## config.mk

```make
export PLATFORM = sky130hd
export DESIGN_NAME = mqrb_ctrl
export DESIGN_NICKNAME = d
export VERILOG_FILES = /design/src/hdl/mqrb_pkg.sv /design/src/hdl/mqrb_ctrl.sv
export VERILOG_INCLUDE_DIRS = /design/src /design/src/hdl
export SDC_FILE = /design/constraint.sdc
export NUM_CORES = 1
export LEC_CHECK = 0
export BUFFER_PORTS_ARGS = -buffer_cell sky130_fd_sc_hd__buf_4
export CAP_MARGIN = 20
export CORE_AREA = 2 2 39 41
export DETAILED_ROUTE_END_ITERATION = 6
export DIE_AREA = 0 0 41 43
export REMOVE_ABC_BUFFERS = 1
export SETUP_SLACK_MARGIN = 0.05
export SLEW_MARGIN = 20
export SYNTH_ARGS = -nofsm -noshare
export SYNTH_HDL_FRONTEND = slang
export SYNTH_SLANG_ARGS = --single-unit
```

## constraint.sdc

```tcl
create_clock -name clk -period 3 [get_ports clk]
set_clock_uncertainty 0.2 [all_clocks]
set_input_delay 0.3 -clock clk [delete_from_list [all_inputs] [get_ports clk]]
set_output_delay 0.3 -clock clk [all_outputs]
set_load 0.02 [all_outputs]
```

## src/hdl/multi_queue_ring_buffer_macros.svh

```systemverilog
// Assertion helpers for the multi-queue ring buffer.
// Every property is sampled on clk and is switched off while rst_n is low.
`ifndef MULTI_QUEUE_RING_BUFFER_MACROS_SVH
`define MULTI_QUEUE_RING_BUFFER_MACROS_SVH

`ifndef SYNTH

`define MQRB_ASSERT_SAME(label, pre, post) \
  label: assert property (@(posedge clk) disable iff (!rst_n) (pre) |-> (post)) \
    else $error("same-cycle check failed");

`define MQRB_ASSERT_NEXT(label, pre, post) \
  label: assert property (@(posedge clk) disable iff (!rst_n) (pre) |=> (post)) \
    else $error("next-cycle check failed");

`else

`define MQRB_ASSERT_SAME(label, pre, post)

`define MQRB_ASSERT_NEXT(label, pre, post)

`endif

`endif

```

## src/hdl/mqrb_pkg.sv

```systemverilog
`timescale 1ns / 1ps

package mqrb_pkg;

  localparam int NUM_QUEUES_DEF  = 8;
  localparam int QUEUE_DEPTH_DEF = 16;

  localparam int FUNC_W  = 2;
  localparam int QIDX_W  = 4;
  localparam int WORD_W  = 32;
  localparam int STAT_W  = 2;

  typedef enum logic [FUNC_W-1:0] {
    OP_INIT  = 2'd0,
    OP_READ  = 2'd1,
    OP_WRITE = 2'd2,
    OP_RSVD  = 2'd3
  } func_t;

  typedef enum logic [STAT_W-1:0] {
    ST_OK        = 2'd0,
    ST_BAD_INDEX = 2'd1,
    ST_EMPTY     = 2'd2,
    ST_FULL      = 2'd3
  } status_t;

  typedef struct packed {
    func_t               func;
    logic [QIDX_W-1:0]   queue_index;
    logic [WORD_W-1:0]   write_data;
  } in_item_t;

  typedef struct packed {
    status_t             status;
    logic [WORD_W-1:0]   read_data;
  } out_item_t;

  typedef enum logic [1:0] {
    S_IDLE = 2'd0,
    S_EXEC = 2'd1,
    S_RESP = 2'd2
  } state_t;

  typedef struct packed {
    logic capture;
    logic exec;
    logic load_out;
  } ctrl_cmd_t;

endpackage

```

## src/hdl/mqrb_ctrl.sv

```systemverilog
`timescale 1ns / 1ps
`include "multi_queue_ring_buffer_macros.svh"

module mqrb_ctrl (
  input  logic                clk,
  input  logic                rst_n,
  input  logic                in_valid,
  output logic                in_ready,
  output logic                out_valid,
  input  logic                out_ready,
  output mqrb_pkg::ctrl_cmd_t cmd
);

  mqrb_pkg::state_t state_r, state_nxt;
  logic             out_valid_r, out_valid_nxt;
  logic             slot_free;

  // The result register can take a new item if it is empty or is being emptied now.
  assign slot_free = !out_valid_r || out_ready;

  always_comb begin
    state_nxt = state_r;
    unique case (state_r)
      mqrb_pkg::S_IDLE: begin
        if (in_valid) begin
          state_nxt = mqrb_pkg::S_EXEC;
        end
      end
      mqrb_pkg::S_EXEC: begin
        state_nxt = mqrb_pkg::S_RESP;
      end
      mqrb_pkg::S_RESP: begin
        if (slot_free) begin
          state_nxt = mqrb_pkg::S_IDLE;
        end
      end
      default: begin
        state_nxt = mqrb_pkg::S_IDLE;
      end
    endcase
  end

  always_comb begin
    in_ready     = 1'b0;
    cmd.capture  = 1'b0;
    cmd.exec     = 1'b0;
    cmd.load_out = 1'b0;
    unique case (state_r)
      mqrb_pkg::S_IDLE: begin
        in_ready    = 1'b1;
        cmd.capture = in_valid;
      end
      mqrb_pkg::S_EXEC: begin
        cmd.exec = 1'b1;
      end
      mqrb_pkg::S_RESP: begin
        cmd.load_out = slot_free;
      end
      default: begin
        in_ready = 1'b0;
      end
    endcase
  end

  always_comb begin
    if (cmd.load_out) begin
      out_valid_nxt = 1'b1;
    end else if (out_ready) begin
      out_valid_nxt = 1'b0;
    end else begin
      out_valid_nxt = out_valid_r;
    end
  end

  always_ff @(posedge clk) begin
    if (!rst_n) begin
      state_r     <= mqrb_pkg::S_IDLE;
      out_valid_r <= 1'b0;
    end else begin
      state_r     <= state_nxt;
      out_valid_r <= out_valid_nxt;
    end
  end

  assign out_valid = out_valid_r;

  `MQRB_ASSERT_NEXT(a_accept_runs, in_valid && in_ready, state_r == mqrb_pkg::S_EXEC)
  `MQRB_ASSERT_NEXT(a_exec_one_cycle, state_r == mqrb_pkg::S_EXEC,
                    state_r == mqrb_pkg::S_RESP && !in_ready)
  `MQRB_ASSERT_NEXT(a_resp_delivers, state_r == mqrb_pkg::S_RESP && slot_free,
                    state_r == mqrb_pkg::S_IDLE && out_valid_r)
  `MQRB_ASSERT_SAME(a_no_accept_busy, state_r != mqrb_pkg::S_IDLE, !in_ready)

endmodule

```

==> impl_metrics.csv <==
group,metric,value,unit
synth,synth-seq-area-share,41.0,%
worst_setup_path,cp-end-kind,"output pin",
cts,cts_buffers,3,
synth,ys_ff_latch,3,
timing,fin_ws,1520,ps
die,die_w,41,um
synth,synth.distinct_cells,11,
die,num_io_pins,9,
timing,fin_crit_sh,49.3,%
pwr,power_frac_seq,32.5,%
die,die_area,1760,sq um
timing,fmax,0.676,GHz
global_route,gr-usage-met2,5.00,%
pwr,pwr-share-clk,51.9,%
cells_and_area,antenna_cells,0,
timing,tns,0,ps
synth,syn_area_per_cell,10.5,sq um
cts,root_buffer,"clkbuf_4",
flow_run,drv_cap,0,
global_route,grt.total_usage,4.31,%
pwr,leakagePower,0.109,nW
outcome,outcome,"finished, final reports clean",
die,die_height,43,um
synth,ys_warn_count,0,
global_route,antenna_found_initial,0,
cells_and_area,final_common_cell,"buf_4",
hold_path,min_path_type,"primary input to flop",
timing,max-slew-margin-rel,89.7,%
cts,post_cts_buffers,0,
cts,cts_buffer_depth,2,
timing,period_minus_slack,1480,ps
pwr,intPower,104,uW
route,vias,128,
pwr,swShare,23.5,%
place,pre_cts_ws,1680,ps
cells_and_area,finalNetCount,30,
die,core_area,1380,sq um
timing,worstMarginPinSlew,154,ps
cts,path_clk_slew,40,ps
synth,synth_area,146,sq um
place,io_buffers,8,
worst_setup_path,crit_required,2500,ps
synth,netlist_top_cells_area,"dfxtp_1, and4bb_1, nand2b_1",
cts,ctsHoldBuffers,0,
route,drtAntennaViolNets,0,
pwr,p_per_area,552,nW/um^2
route,wl_per_cell,7.15,um
cts,cts_tree,"done",
cts,clock-sinks,3,
die,num_rows,14,
timing,finalSetupViolCount,0,
pwr,comb_power_share,15.6,%
worst_setup_path,start_kind,"flop",
global_route,gr-total-overflow,0,
worst_setup_path,crit_type,"flop to output pin",
cells_and_area,syn_to_final_growth,67.5,%
timing,rsz0062_at_grt,"false",
global_route,grt_pass1_wl,400,um
cells_and_area,mostFrequentLayoutCells,"buf_4, clkbuf_4, dfxtp_1, nand2b_1",
route,post_drt_via_cell_ratio,3.12,
cells_and_area,final_layout_size_suffix_gt1_share,52.0,%
cts,worstSkewPairLatency,230,ps
timing,slew_violations,0,
worst_setup_path,worstPathMaxFanout,5,
global_route,met3_usage,4.71,%
global_route,grt_pass1_vias,111,
route,drtPass1Iterations,2,
global_route,use_met1,2.88,%
synth,synth_top_area_cell,"dfxtp_1",
global_route,busiest_layer,"met4",
timing,hold_ws,89.9,ps
route,drt-initial-drc-count,1,
route,drc,0,
cts,ctsResizeCount,0,
synth,synthDominantCellAreaShare,41.0,%
synth,synthCells,14,
worst_setup_path,cp.arrival,980,ps
die,start_util,10.6,%
timing,hold_viol_final,0,
place,gp_congestion,0.491,
cts,cts_max_level,1,
pwr,p_sw,31.8,uW
route,drt_wl_total,293,um
global_route,grt_max_degree,6,
pwr,ir_drop,0.0852,mV
## registers in the layout, indices dropped and copies added (netlist names)
register and count:
state_r 2, out_valid 1
## metal layers
layer	up-vias	routed length, um
li1	68	-
met1	53	95
met2	7	144
met3	0	53
met4	0	0
met5	-	0
## worst paths after layout
path,to,slack (ps),cells after the start,startpoint
max reg2reg,state_r[1],1920,2,state_r[1]
max,cmd[1],1520,2,state_r[1]
min reg2reg,out_valid,320,2,out_valid
min,state_r[1],90,2,rst_n
## worst max-delay path: stages (launching register included)
cell and delay, ps:
dfxtp_1 390, and2b_4 210, buf_4 150
## final cells by class
type | count | area (sq um)
sequential | 3 | 60.1
fill | 164 | 1140
multi-input combinational | 10 | 78.8
tap | 16 | 20.0
timing repair buffer | 8 | 60.1
clock buffer | 4 | 26.3
## metrics by stage
| stage | util [%] | instance area, sq um | instances | total power [mW] |
|---|---|---|---|---|
| 6_report | 17.7 | 245 | 41 | 0.135 |
| 5_1_grt | 17.7 | 245 | 41 | 0.150 |
| 4_1_cts | 17.7 | 245 | 41 | 0.141 |
| 3_5_place_dp | 15.8 | 219 | 37 | 0.0661 |
| 3_3_place_gp | 15.8 | 219 | 37 | 0.0659 |
| 2_1_floorplan | - | 139 | 13 | 0.0558 |
## cells by family (layout without fill, tap and decap cells)
family	Yosys count	in the layout	share of synthesized area, %
and+or+nand+nor	8	8	43.6
DFF	3	3	41.0
buffers and inverters	1	12	5.13
AOI/OAI and AO/OA	2	2	10.3
## synthesized netlist by cell type
cell type	count
nor3b_2	1
a21boi_0	1
nand2b_1	2
and2b_4	1
nor2_1	1
dfxtp_1	3
o21a_1	1
and2_1	1
and4bb_1	1
buf_4	1
nor2b_1	1
## power groups by stage
stage | Clock (mW) | Sequential [mW] | Combinational (mW)
5_1_grt | 0.0833 | 0.0442 | 0.0227
3_5_place_dp | 0 | 0.0447 | 0.0214
6_report | 0.0703 | 0.0440 | 0.0211
3_3_place_gp | 0 | 0.0447 | 0.0213
2_1_floorplan | 0 | 0.0448 | 0.0110
4_1_cts | 0.0755 | 0.0441 | 0.0214
Power figures use the tool's default switching activity.
